## src/design/fpff_pkg.sv

```systemverilog
// -----------------------------------------------------------------------------
// fpff_pkg
// Shared widths, request and result codes, operation codes and bus types of
// the partition allocator.
// -----------------------------------------------------------------------------
package fpff_pkg;

  localparam int SIZE_BITS     = 16;
  localparam int ID_W          = 4;
  localparam int NUM_PARTS_DEF = 8;
  localparam int NUM_PROCS_DEF = 16;

  // Widths cover the full partition range (up to 64 cells)
  localparam int MAX_PARTS = 64;
  localparam int PIDX_W    = $clog2(MAX_PARTS);
  localparam int CNT_W     = PIDX_W + 1;
  localparam int SUM_W     = SIZE_BITS + PIDX_W;

  // Request modes as they appear on in_mode
  typedef enum logic [1:0] {
    MODE_DEFINE  = 2'd0,
    MODE_ALLOC   = 2'd1,
    MODE_RELEASE = 2'd2,
    MODE_UNUSED  = 2'd3
  } mode_t;

  // Result codes as they appear on out_status
  typedef enum logic [2:0] {
    ST_ALLOC    = 3'd0,
    ST_EXT_FRAG = 3'd1,
    ST_NO_MEM   = 3'd2,
    ST_DEFINED  = 3'd3,
    ST_RELEASED = 3'd4,
    ST_INVALID  = 3'd5
  } status_t;

  typedef logic [1:0] op_t;
  localparam op_t OP_RECOUNT = 2'd0;
  localparam op_t OP_DEFINE  = 2'd1;
  localparam op_t OP_ALLOC   = 2'd2;
  localparam op_t OP_RELEASE = 2'd3;

  // Broadcast to every cell, held for a whole pass
  typedef struct packed {
    op_t                 op;
    logic                free_en;
    logic [PIDX_W-1:0]   free_idx;
    logic [PIDX_W-1:0]   def_idx;
    logic [SIZE_BITS-1:0] def_size;
    logic [SIZE_BITS-1:0] req;
    logic [CNT_W-1:0]    searched;
  } cell_ctl_t;

  // Travels from cell to cell, one hop a cycle
  typedef struct packed {
    logic                 vld;
    logic                 found;
    logic [PIDX_W-1:0]    gidx;
    logic [SIZE_BITS-1:0] gsize;
    logic [SUM_W-1:0]     sum;
    logic [CNT_W-1:0]     bcnt;
  } token_t;

  typedef struct packed {
    logic              set_en;
    logic [ID_W-1:0]   set_id;
    logic [PIDX_W-1:0] set_part;
    logic              clr_en;
    logic [ID_W-1:0]   clr_id;
  } ptab_upd_t;

endpackage

```

## src/design/fixed_partition_first_fit.sv

```systemverilog
// -----------------------------------------------------------------------------
// fixed_partition_first_fit
// Fixed-partition allocator with first-fit placement over a row of cells.
// -----------------------------------------------------------------------------
// Usage:
//   Input channel (in_valid / in_stall): one request per transfer, mode 0
//   defines a partition size, 1 allocates a process, 2 releases one.
//   Output channel (out_valid / out_stall): exactly one result per request,
//   in request order.
//   Config channel (cfg_valid / cfg_ready): writes blocks_in_use; taken only
//   while the block is idle, and followed by a recount pass that produces no
//   result.
//   Flow: an accepted request is registered together with its table lookup,
//   the pass is decided from the lookup, and the pass token then walks the
//   partition cells one per cycle before the result loads the output
//   register. One request is in work at a time, so a new request is taken
//   only after the result of the last one has been loaded.
//   A finished result waits in the output register; the next request is
//   accepted meanwhile, and its pass holds at the end until the slot frees.
//   Reset (synchronous, active low) clears all sizes, busy flags and process
//   holdings, and sets blocks_in_use to 8.
// -----------------------------------------------------------------------------
module fixed_partition_first_fit import fpff_pkg::*; #(
  parameter int NUM_PARTS = NUM_PARTS_DEF,
  parameter int NUM_PROCS = NUM_PROCS_DEF
) (
  input  logic        clk,
  input  logic        rst_n,
  // request channel
  input  logic        in_valid,
  output logic        in_stall,
  input  logic [1:0]  in_mode,
  input  logic [2:0]  in_part_index,
  input  logic [15:0] in_part_size,
  input  logic [3:0]  in_proc_id,
  input  logic [15:0] in_proc_size,
  input  logic [3:0]  in_victim_id,
  // result channel
  output logic        out_valid,
  input  logic        out_stall,
  output logic [2:0]  out_status,
  output logic [2:0]  out_granted_part,
  output logic [15:0] out_internal_frag,
  output logic [18:0] out_free_total,
  output logic        out_evicted,
  output logic [2:0]  out_evicted_part,
  // configuration
  input  logic        cfg_valid,
  output logic        cfg_ready,
  input  logic [3:0]  cfg_blocks_in_use
);

  localparam logic [2:0] S_IDLE   = 3'd0;
  localparam logic [2:0] S_LOOK   = 3'd1;
  localparam logic [2:0] S_LAUNCH = 3'd2;
  localparam logic [2:0] S_RUN    = 3'd3;
  localparam logic [2:0] S_DONE   = 3'd4;

  // control state
  logic [2:0]       state_r, state_nxt;
  logic [3:0]       cfg_r;
  logic             cfg_pass_r;
  logic [CNT_W-1:0] busy_cnt_r;
  logic             out_valid_r;

  // request payload
  logic [1:0]           mode_r;
  logic [2:0]           pidx_r;
  logic [SIZE_BITS-1:0] psz_r;
  logic [ID_W-1:0]      pid_r;
  logic [SIZE_BITS-1:0] req_r;
  logic [ID_W-1:0]      vid_r;

  // pass setup
  cell_ctl_t         ctl_r, ctl_nxt, ctl_bus;
  logic [2:0]        pend_status_r, pend_status_nxt;
  logic              ev_r, ev_nxt;
  logic [PIDX_W-1:0] evp_r, evp_nxt;

  // result register
  logic [2:0]  out_status_r;
  logic [2:0]  out_granted_r;
  logic [15:0] out_frag_r;
  logic [18:0] out_free_r;
  logic        out_ev_r;
  logic [2:0]  out_evp_r;

  logic [CNT_W-1:0]  searched_c;
  logic              in_acc;
  logic              cfg_acc;
  logic              pass_end;
  logic              out_load;
  token_t            tok_start;
  token_t            tok_end;
  logic [PIDX_W-1:0] rd_part;
  logic              pid_holds;
  logic              vid_holds;
  ptab_upd_t         upd;
  logic [SUM_W-1:0]  final_sum;
  logic [2:0]        res_status;

  // blocks_in_use clamps to 1 .. NUM_PARTS
  always_comb begin
    if (cfg_r == '0) begin
      searched_c = CNT_W'(1);
    end else if (int'(cfg_r) > NUM_PARTS) begin
      searched_c = CNT_W'(NUM_PARTS);
    end else begin
      searched_c = CNT_W'(cfg_r);
    end
  end

  // Config has priority in idle; requests wait behind it
  assign cfg_ready = (state_r == S_IDLE);
  assign cfg_acc   = cfg_valid && cfg_ready;
  assign in_stall  = (state_r != S_IDLE) || cfg_valid;
  assign in_acc    = in_valid && !in_stall;

  // Process table: read the victim (allocate) or the process (release)
  fpff_ptab #(
    .NUM_PROCS(NUM_PROCS)
  ) u_ptab (
    .clk      (clk),
    .rst_n    (rst_n),
    .rd_en    (in_acc),
    .rd_id    ((in_mode == MODE_RELEASE) ? in_proc_id : in_victim_id),
    .rd_part  (rd_part),
    .pid      (pid_r),
    .vid      (vid_r),
    .pid_holds(pid_holds),
    .vid_holds(vid_holds),
    .upd      (upd)
  );

  // Decide the pass from the request and the table lookup
  always_comb begin
    ctl_nxt          = '0;
    ctl_nxt.op       = OP_RECOUNT;
    ctl_nxt.free_idx = rd_part;
    ctl_nxt.def_idx  = PIDX_W'(pidx_r);
    ctl_nxt.def_size = psz_r;
    ctl_nxt.req      = req_r;
    ctl_nxt.searched = searched_c;
    pend_status_nxt  = ST_INVALID;
    ev_nxt           = 1'b0;
    evp_nxt          = '0;
    case (mode_r)
      MODE_DEFINE: begin
        if (int'(pidx_r) < NUM_PARTS) begin
          ctl_nxt.op      = OP_DEFINE;
          pend_status_nxt = ST_DEFINED;
        end
      end
      MODE_ALLOC: begin
        if ((int'(pid_r) < NUM_PROCS) && !pid_holds) begin
          if (busy_cnt_r < searched_c) begin
            ctl_nxt.op = OP_ALLOC;
          end else if ((int'(vid_r) < NUM_PROCS) && vid_holds) begin
            // every searched partition is taken: evict the victim first
            ctl_nxt.op      = OP_ALLOC;
            ctl_nxt.free_en = 1'b1;
            ev_nxt          = 1'b1;
            evp_nxt         = rd_part;
          end
        end
      end
      MODE_RELEASE: begin
        if ((int'(pid_r) < NUM_PROCS) && pid_holds) begin
          ctl_nxt.op      = OP_RELEASE;
          ctl_nxt.free_en = 1'b1;
          pend_status_nxt = ST_RELEASED;
        end
      end
      default: begin
      end
    endcase
  end

  // searched follows the live register, so a recount sees a fresh write
  always_comb begin
    ctl_bus          = ctl_r;
    ctl_bus.searched = searched_c;
  end

  always_comb begin
    tok_start     = '0;
    tok_start.vld = (state_r == S_LAUNCH);
  end

  fpff_chain #(
    .NUM_PARTS(NUM_PARTS)
  ) u_chain (
    .clk      (clk),
    .rst_n    (rst_n),
    .ctl      (ctl_bus),
    .tok_start(tok_start),
    .tok_end  (tok_end)
  );

  // Result from the token that left the last cell; its payload holds
  always_comb begin
    final_sum = tok_end.sum - (tok_end.found ? SUM_W'(tok_end.gsize) : SUM_W'(0));
    if (ctl_r.op == OP_ALLOC) begin
      if (tok_end.found) begin
        res_status = ST_ALLOC;
      end else if (tok_end.sum >= SUM_W'(ctl_r.req)) begin
        res_status = ST_EXT_FRAG;
      end else begin
        res_status = ST_NO_MEM;
      end
    end else begin
      res_status = pend_status_r;
    end
  end

  assign pass_end = (state_r == S_RUN) && tok_end.vld;
  assign out_load = ((pass_end && !cfg_pass_r) || (state_r == S_DONE)) &&
                    (!out_valid_r || !out_stall);

  // Commit holdings at the end of a request pass
  always_comb begin
    upd          = '0;
    upd.set_id   = pid_r;
    upd.set_part = tok_end.gidx;
    upd.clr_id   = (ctl_r.op == OP_RELEASE) ? pid_r : vid_r;
    if (pass_end && !cfg_pass_r) begin
      upd.set_en = tok_end.found;
      upd.clr_en = ctl_r.free_en;
    end
  end

  always_comb begin
    state_nxt = state_r;
    case (state_r)
      S_IDLE: begin
        if (cfg_acc) begin
          state_nxt = S_LAUNCH;
        end else if (in_acc) begin
          state_nxt = S_LOOK;
        end
      end
      S_LOOK:   state_nxt = S_LAUNCH;
      S_LAUNCH: state_nxt = S_RUN;
      S_RUN: begin
        if (tok_end.vld) begin
          if (cfg_pass_r || out_load) begin
            state_nxt = S_IDLE;
          end else begin
            state_nxt = S_DONE;
          end
        end
      end
      S_DONE: begin
        if (out_load) begin
          state_nxt = S_IDLE;
        end
      end
      default: state_nxt = S_IDLE;
    endcase
  end

  always_ff @(posedge clk) begin
    if (!rst_n) begin
      state_r     <= S_IDLE;
      cfg_r       <= 4'd8;
      cfg_pass_r  <= 1'b0;
      busy_cnt_r  <= '0;
      out_valid_r <= 1'b0;
    end else begin
      state_r <= state_nxt;
      if (cfg_acc) begin
        cfg_r      <= cfg_blocks_in_use;
        cfg_pass_r <= 1'b1;
      end else if (in_acc) begin
        cfg_pass_r <= 1'b0;
      end
      if (pass_end) begin
        busy_cnt_r <= tok_end.bcnt;
      end
      if (out_load) begin
        out_valid_r <= 1'b1;
      end else if (!out_stall) begin
        out_valid_r <= 1'b0;
      end
    end
  end

  // Payload registers
  always_ff @(posedge clk) begin
    if (in_acc) begin
      mode_r <= in_mode;
      pidx_r <= in_part_index;
      psz_r  <= in_part_size;
      pid_r  <= in_proc_id;
      req_r  <= in_proc_size;
      vid_r  <= in_victim_id;
    end
    if (cfg_acc) begin
      ctl_r         <= '0;
      pend_status_r <= ST_INVALID;
      ev_r          <= 1'b0;
      evp_r         <= '0;
    end else if (state_r == S_LOOK) begin
      ctl_r         <= ctl_nxt;
      pend_status_r <= pend_status_nxt;
      ev_r          <= ev_nxt;
      evp_r         <= evp_nxt;
    end
    if (out_load) begin
      out_status_r  <= res_status;
      out_granted_r <= tok_end.found ? 3'(tok_end.gidx) : 3'd0;
      out_frag_r    <= tok_end.found ? 16'(tok_end.gsize - ctl_r.req) : 16'd0;
      out_free_r    <= 19'(final_sum);
      out_ev_r      <= ev_r;
      out_evp_r     <= 3'(evp_r);
    end
  end

  assign out_valid         = out_valid_r;
  assign out_status        = out_status_r;
  assign out_granted_part  = out_granted_r;
  assign out_internal_frag = out_frag_r;
  assign out_free_total    = out_free_r;
  assign out_evicted       = out_ev_r;
  assign out_evicted_part  = out_evp_r;

  // Assertions
  a_busy_in_range: assert property (@(posedge clk) disable iff (!rst_n)
    (state_r == S_IDLE) |-> (busy_cnt_r <= searched_c))
    else $error("busy count exceeds searched partitions");

  a_tok_only_run: assert property (@(posedge clk) disable iff (!rst_n)
    tok_end.vld |-> (state_r == S_RUN))
    else $error("pass token left the chain outside a run");

  a_grant_is_alloc: assert property (@(posedge clk) disable iff (!rst_n)
    (tok_end.vld && tok_end.found) |-> (ctl_r.op == OP_ALLOC))
    else $error("partition claimed by a non-allocate pass");

  a_accept_look: assert property (@(posedge clk) disable iff (!rst_n)
    in_acc |=> (state_r == S_LOOK))
    else $error("accepted request did not start a table lookup");

endmodule

```

## src/design/fpff_cell.sv

```systemverilog
// -----------------------------------------------------------------------------
// fpff_cell
// One partition: size and busy flag, first-fit claim and running totals.
// -----------------------------------------------------------------------------
module fpff_cell import fpff_pkg::*; #(
  parameter int IDX = 0
) (
  input  logic      clk,
  input  logic      rst_n,
  input  cell_ctl_t ctl,
  input  token_t    tok_in,
  output token_t    tok_out
);

  localparam logic [PIDX_W-1:0] MY_IDX = PIDX_W'(IDX);
  localparam logic [CNT_W-1:0]  MY_CNT = CNT_W'(IDX);

  logic [SIZE_BITS-1:0] size_r, size_nxt;
  logic                 busy_r, busy_nxt;
  token_t               tok_r, tok_nxt;

  logic                 in_range;
  logic                 busy_eff;
  logic                 claim;
  logic [SIZE_BITS-1:0] size_eff;

  always_comb begin
    in_range = MY_CNT < ctl.searched;
    busy_eff = busy_r & ~(ctl.free_en & (ctl.free_idx == MY_IDX));
    size_eff = ((ctl.op == OP_DEFINE) && (ctl.def_idx == MY_IDX)) ? ctl.def_size : size_r;
    claim    = (ctl.op == OP_ALLOC) && in_range && !busy_eff &&
               (size_eff >= ctl.req) && !tok_in.found;
    busy_nxt = busy_eff | claim;
    size_nxt = size_eff;

    tok_nxt       = tok_in;
    tok_nxt.found = tok_in.found | claim;
    if (claim) begin
      tok_nxt.gidx  = MY_IDX;
      tok_nxt.gsize = size_eff;
    end
    // accumulate free space before the claim, busy count after it
    if (in_range && !busy_eff) begin
      tok_nxt.sum = tok_in.sum + SUM_W'(size_eff);
    end
    if (in_range && busy_nxt) begin
      tok_nxt.bcnt = tok_in.bcnt + CNT_W'(1);
    end
  end

  always_ff @(posedge clk) begin
    if (!rst_n) begin
      size_r <= '0;
      busy_r <= 1'b0;
      tok_r  <= '0;
    end else if (tok_in.vld) begin
      size_r <= size_nxt;
      busy_r <= busy_nxt;
      tok_r  <= tok_nxt;
    end else begin
      tok_r.vld <= 1'b0;
    end
  end

  assign tok_out = tok_r;

endmodule

```

## src/design/fpff_chain.sv

```systemverilog
// -----------------------------------------------------------------------------
// fpff_chain
// Row of partition cells; a pass token walks from cell 0 to the last cell.
// -----------------------------------------------------------------------------
module fpff_chain import fpff_pkg::*; #(
  parameter int NUM_PARTS = NUM_PARTS_DEF
) (
  input  logic      clk,
  input  logic      rst_n,
  input  cell_ctl_t ctl,
  input  token_t    tok_start,
  output token_t    tok_end
);

  token_t link [NUM_PARTS+1];

  assign link[0] = tok_start;

  for (genvar k = 0; k < NUM_PARTS; k++) begin : g_cell
    fpff_cell #(
      .IDX(k)
    ) u_cell (
      .clk    (clk),
      .rst_n  (rst_n),
      .ctl    (ctl),
      .tok_in (link[k]),
      .tok_out(link[k+1])
    );
  end

  assign tok_end = link[NUM_PARTS];

endmodule

```

## src/design/fpff_ptab.sv

```systemverilog
// -----------------------------------------------------------------------------
// fpff_ptab
// Process table: holds flags in flops, partition of each process in memory.
// -----------------------------------------------------------------------------
module fpff_ptab import fpff_pkg::*; #(
  parameter int NUM_PROCS = NUM_PROCS_DEF
) (
  input  logic              clk,
  input  logic              rst_n,
  input  logic              rd_en,
  input  logic [ID_W-1:0]   rd_id,
  output logic [PIDX_W-1:0] rd_part,
  input  logic [ID_W-1:0]   pid,
  input  logic [ID_W-1:0]   vid,
  output logic              pid_holds,
  output logic              vid_holds,
  input  ptab_upd_t         upd
);

  localparam int PROC_W = (NUM_PROCS > 1) ? $clog2(NUM_PROCS) : 1;

  logic [NUM_PROCS-1:0] holds_r, holds_nxt;
  logic [PIDX_W-1:0]    part_mem [NUM_PROCS];
  logic [PIDX_W-1:0]    rd_part_r;

  assign pid_holds = (int'(pid) < NUM_PROCS) && holds_r[PROC_W'(pid)];
  assign vid_holds = (int'(vid) < NUM_PROCS) && holds_r[PROC_W'(vid)];

  always_comb begin
    holds_nxt = holds_r;
    if (upd.set_en) begin
      holds_nxt[PROC_W'(upd.set_id)] = 1'b1;
    end
    if (upd.clr_en) begin
      holds_nxt[PROC_W'(upd.clr_id)] = 1'b0;
    end
  end

  always_ff @(posedge clk) begin
    if (!rst_n) begin
      holds_r <= '0;
    end else begin
      holds_r <= holds_nxt;
    end
  end

  always_ff @(posedge clk) begin
    if (upd.set_en) begin
      part_mem[PROC_W'(upd.set_id)] <= upd.set_part;
    end
    if (rd_en) begin
      rd_part_r <= part_mem[PROC_W'(rd_id)];
    end
  end

  assign rd_part = rd_part_r;

endmodule

```

## config.mk

```make
export PLATFORM = sky130hd
export DESIGN_NAME = fixed_partition_first_fit
export DESIGN_NICKNAME = d
export VERILOG_FILES = /design/src/design/fpff_pkg.sv /design/src/design/fixed_partition_first_fit.sv /design/src/design/fpff_cell.sv /design/src/design/fpff_chain.sv /design/src/design/fpff_ptab.sv
export SDC_FILE = /design/constraint.sdc
export NUM_CORES = 2
export LEC_CHECK = 0
export ABC_CLOCK_PERIOD_IN_PS = 8100
export BUFFER_PORTS_ARGS = -buffer_cell sky130_fd_sc_hd__buf_2
export CAP_MARGIN = 10
export CORE_ASPECT_RATIO = 2
export CORE_UTILIZATION = 35
export CTS_BUF_LIST = sky130_fd_sc_hd__clkbuf_4 sky130_fd_sc_hd__clkbuf_8
export DETAILED_ROUTE_END_ITERATION = 8
export HOLD_SLACK_MARGIN = 0.08
export PLACE_DENSITY = 0.62
export SETUP_SLACK_MARGIN = 0.2
export SLEW_MARGIN = 20
export SYNTH_ARGS = -nofsm -noshare
export SYNTH_HDL_FRONTEND = slang
export SYNTH_SLANG_ARGS = --single-unit
```

## constraint.sdc

```tcl
create_clock -name clk -period 8.1 [get_ports clk]
set_input_delay 0 -clock clk [delete_from_list [all_inputs] [get_ports clk]]
set_output_delay 0 -clock clk [all_outputs]
set_load 0.01 [all_outputs]
```

==> results.sh <==
export IMPL_p_per_area_nw_per_um2=180
export IMPL_endpoint_kind="register"
export IMPL_grt_pass1_wl_mm=207
export IMPL_synth_top_area_cell="dfxtp_1"
export IMPL_die_height_um=474
export IMPL_routed_wl_mm=140
export IMPL_hold_class="in2reg"
export IMPL_post_route_period_util=0.546
export IMPL_synth_area_um2=39000
export IMPL_die_width_um=238
export IMPL_ys_seq_area_frac=0.399
export IMPL_dp_slack_ps=3630
export IMPL_grt_setup_unrepaired="no"
export IMPL_yosys_register_bits=708
export IMPL_holdWs_ps=293
export IMPL_clock_skew_ps=74.3
export IMPL_startpoint_type="register"
export IMPL_dieArea_um2=113000
export IMPL_cp_required_ps=8770
export IMPL_antenna_found_initial=8
export IMPL_synthTopCellsByArea="dfxtp_1, edfxtp_1, ha_1, mux2i_1, nor2_1"
export IMPL_clkTransAtPathRegs_ps=70
export IMPL_cts_tree="built"
export IMPL_track_usage=0.246
export IMPL_ys_flop_type="dfxtp_1"
export IMPL_worstMarginPinSlew_ps=1150
export IMPL_maxSlewViolCount=0
export IMPL_critPathMaxFanout=16
export IMPL_yosysUniqueCellTypes=76
export IMPL_ctsLongestPathBuffers=3
export IMPL_io_buffers=101
export IMPL_gp_congestion=0.945
export IMPL_clkLatencyLatePin_ps=830
export IMPL_dp_hpwl_mm=99.9
export IMPL_hold_viol_final=0
export IMPL_crit_type="reg2reg"
export IMPL_max_freq_mhz=226
export IMPL_cts_hold_buf=109
export IMPL_rows=173
export IMPL_outcome="finished clean"
export IMPL_post_cts_buffers=0
export IMPL_total_power_mw=7.96
export IMPL_cts_buffers=100
export IMPL_ys_warn_count=0
export IMPL_relSlewSlack=0.235
export IMPL_peakVddDrop_mv=0.103
export IMPL_cts_repair_resize_count=0
export IMPL_synth_edff_count=141
export IMPL_drc=0
export IMPL_syn_area_per_cell_um2=8.92
export IMPL_finalNonFillerCells=6076
export IMPL_total_leakage_power_nw=17.9
export IMPL_start_util=0.352
export IMPL_final_cell_area_um2=44300
export IMPL_period_minus_slack_ps=4420
export IMPL_timing_setup_tns_ps=0
export IMPL_place_inst=5776
export IMPL_worst_slack_ps=3680
export IMPL_antenna_left=0
export IMPL_cts_root_buffer="clkbuf_8"
export IMPL_grt_pass1_vias=33600
export IMPL_h_tree_depth=3
export IMPL_wl_per_cell_um=23.1
export IMPL_grt_max_degree=111
export IMPL_grt_overflow_total=0
export IMPL_synth_fp_nets=4743
export IMPL_setup_viol=0
export IMPL_core_area_um2=111000
export IMPL_viasPerCell=5.63
export IMPL_drtIter0Drc=2502
export IMPL_synthCells=4378
export IMPL_layout_nets=4866
export IMPL_drive_gt1_frac=0.110
export IMPL_syn2layout_area_growth_pct=13.6
export IMPL_placed_cell_area_um2=41000
export IMPL_async_reset_ff_frac=0
export IMPL_clkSinkCount=708
export IMPL_synth_top_area_frac=0.291
export IMPL_final_util=0.400
export IMPL_max_cap_violations=0
export IMPL_dr_pass1_iters=9
export IMPL_worst_ep_arrival_time_ps=5100
export IMPL_ios=102
export IMPL_num_vias=34200
==> path summary, 6_finish.rpt <==
| check | startpoint | endpoint | slack [ps] | cells after the start |
|---|---|---|---|---|
| hold reg to reg | ev_r | out_evicted | 430 | 0 |
| hold / removal | rst_n | u_ptab.holds_r[15] | 290 | 3 |
| setup / recovery | ctl_bus[52] | u_chain.g_cell[1].u_cell.tok_out[23] | 3680 | 15 |
| setup reg to reg | ctl_bus[52] | u_chain.g_cell[1].u_cell.tok_out[23] | 3680 | 15 |
==> per-layer routing <==
layer  vias to the layer above  wire, um  part of all wire  GRT usage
met5                         -        32           0.00023          0
met4                         4     15700              0.11      0.245
met3                       576      7150             0.051     0.0408
met2                      1217     71100              0.51      0.441
met1                     16300     46400              0.33      0.233
li1                      16100         -                 -          -
==> cell usage after synthesis, types with 11 or more instances <==
| library cell | number |
|---|---|
| mux2_2 | 66 |
| inv_1 | 168 |
| o21ai_0 | 276 |
| or3_1 | 27 |
| a311oi_1 | 39 |
| nand2_1 | 404 |
| nand2b_1 | 50 |
| a211oi_1 | 136 |
| buf_2 | 12 |
| o221a_2 | 16 |
| nand3_1 | 89 |
| nor2_1 | 474 |
| nand4_1 | 71 |
| a22oi_1 | 17 |
| clkbuf_1 | 232 |
| and3_1 | 23 |
| edfxtp_1 | 141 |
| dfxtp_1 | 567 |
| a31oi_1 | 42 |
| a21oi_1 | 312 |
| nand3b_1 | 36 |
| o211ai_1 | 25 |
| nor2b_1 | 46 |
| xor2_1 | 46 |
| o21a_1 | 29 |
| a2111oi_0 | 13 |
| nor3_1 | 97 |
| and2_1 | 30 |
| xnor2_1 | 82 |
| a21o_1 | 80 |
| or2_2 | 11 |
| buf_1 | 24 |
| mux2i_1 | 187 |
| ha_1 | 302 |
| o311ai_0 | 49 |
| mux4_2 | 22 |
==> layout make-up <==
type	instances	area [um^2]
fillers	11200	66500
multi-input cells	3231	21800
flip-flops and latches	708	15600
repair buffers	289	2210
well taps	1487	1860
clock buffers	143	1770
inverters	171	649
clock inverters	40	377
diodes	7	17.5
==> flip-flops by register name (all words and copies together) (netlist names), 4 cells and up <==
name and count:
ctl_bus 41, busy_cnt_r 7, out_internal_frag 16, req_r 16
cfg_r 4, psz_r 16, u_chain.g_cell.u_cell.size_r 128, u_chain.g_cell.u_cell.tok_out 351
out_free_total 19, u_ptab.holds_r 16, u_ptab.part_mem 48, pid_r 4
u_chain.g_cell.u_cell.busy_r 8, vid_r 4
==> cell families (layout without fill, tap and decap cells) <==
| group | after synthesis | after routing | share of synthesized area |
|---|---|---|---|
| flip-flops | 708 | 708 | 0.399 |
| AO/OA/AOI/OAI | 1127 | 1127 | 0.185 |
| buffers and inverters | 439 | 643 | 0.0426 |
| other | 0 | 7 | 0 |
| multiplexers | 275 | 275 | 0.0797 |
| AND/OR/NAND/NOR | 1390 | 1390 | 0.163 |
| adder cells (fa/ha/maj) | 311 | 311 | 0.101 |
| XOR/XNOR | 128 | 128 | 0.0287 |
==> worst max-delay path, stage by stage, from the launching register on <==
cell	delay, ps
dfxtp_1	470
nor2b_1	290
nand3_1	130
buf_4	260
mux2i_1	340
inv_1	90
ha_1	260
fa_1	420
a21o_1	170
a21o_1	210
a2111oi_0	510
nor3_1	230
a211oi_1	270
nor3_1	130
a211oi_1	350
o32ai_1	130
==> power by group <==
part | internal, mW | switching, mW | total [mW] | leakage, nW
registers | 3.67 | 0.0959 | 3.76 | 6.05
logic | 0.377 | 0.715 | 1.09 | 10.7
clock network | 1.59 | 1.51 | 3.11 | 1.15
==> cell usage in the layout (no fill, tap or decap), types with 29 or more instances in the layout <==
cell	instances
mux2_2	66
a21oi_1	310
buf_2	100
dfxtp_1	560
clkbuf_8	112
a211oi_1	136
inv_1	168
o311ai_0	49
nor2b_1	44
buf_4	78
xnor2_1	82
nand3_1	89
nand2b_1	50
clkbuf_4	31
edfxtp_1	141
a31oi_1	42
o21ai_0	276
nor3_1	97
ha_1	302
nor2_1	471
nand3b_1	36
a21o_1	80
a311oi_1	39
dlygate4sd3_1	109
o21a_1	29
nand2_1	403
xor2_1	46
nand4_1	71
mux2i_1	186
and2_1	29
Power figures use the tool's default switching activity.
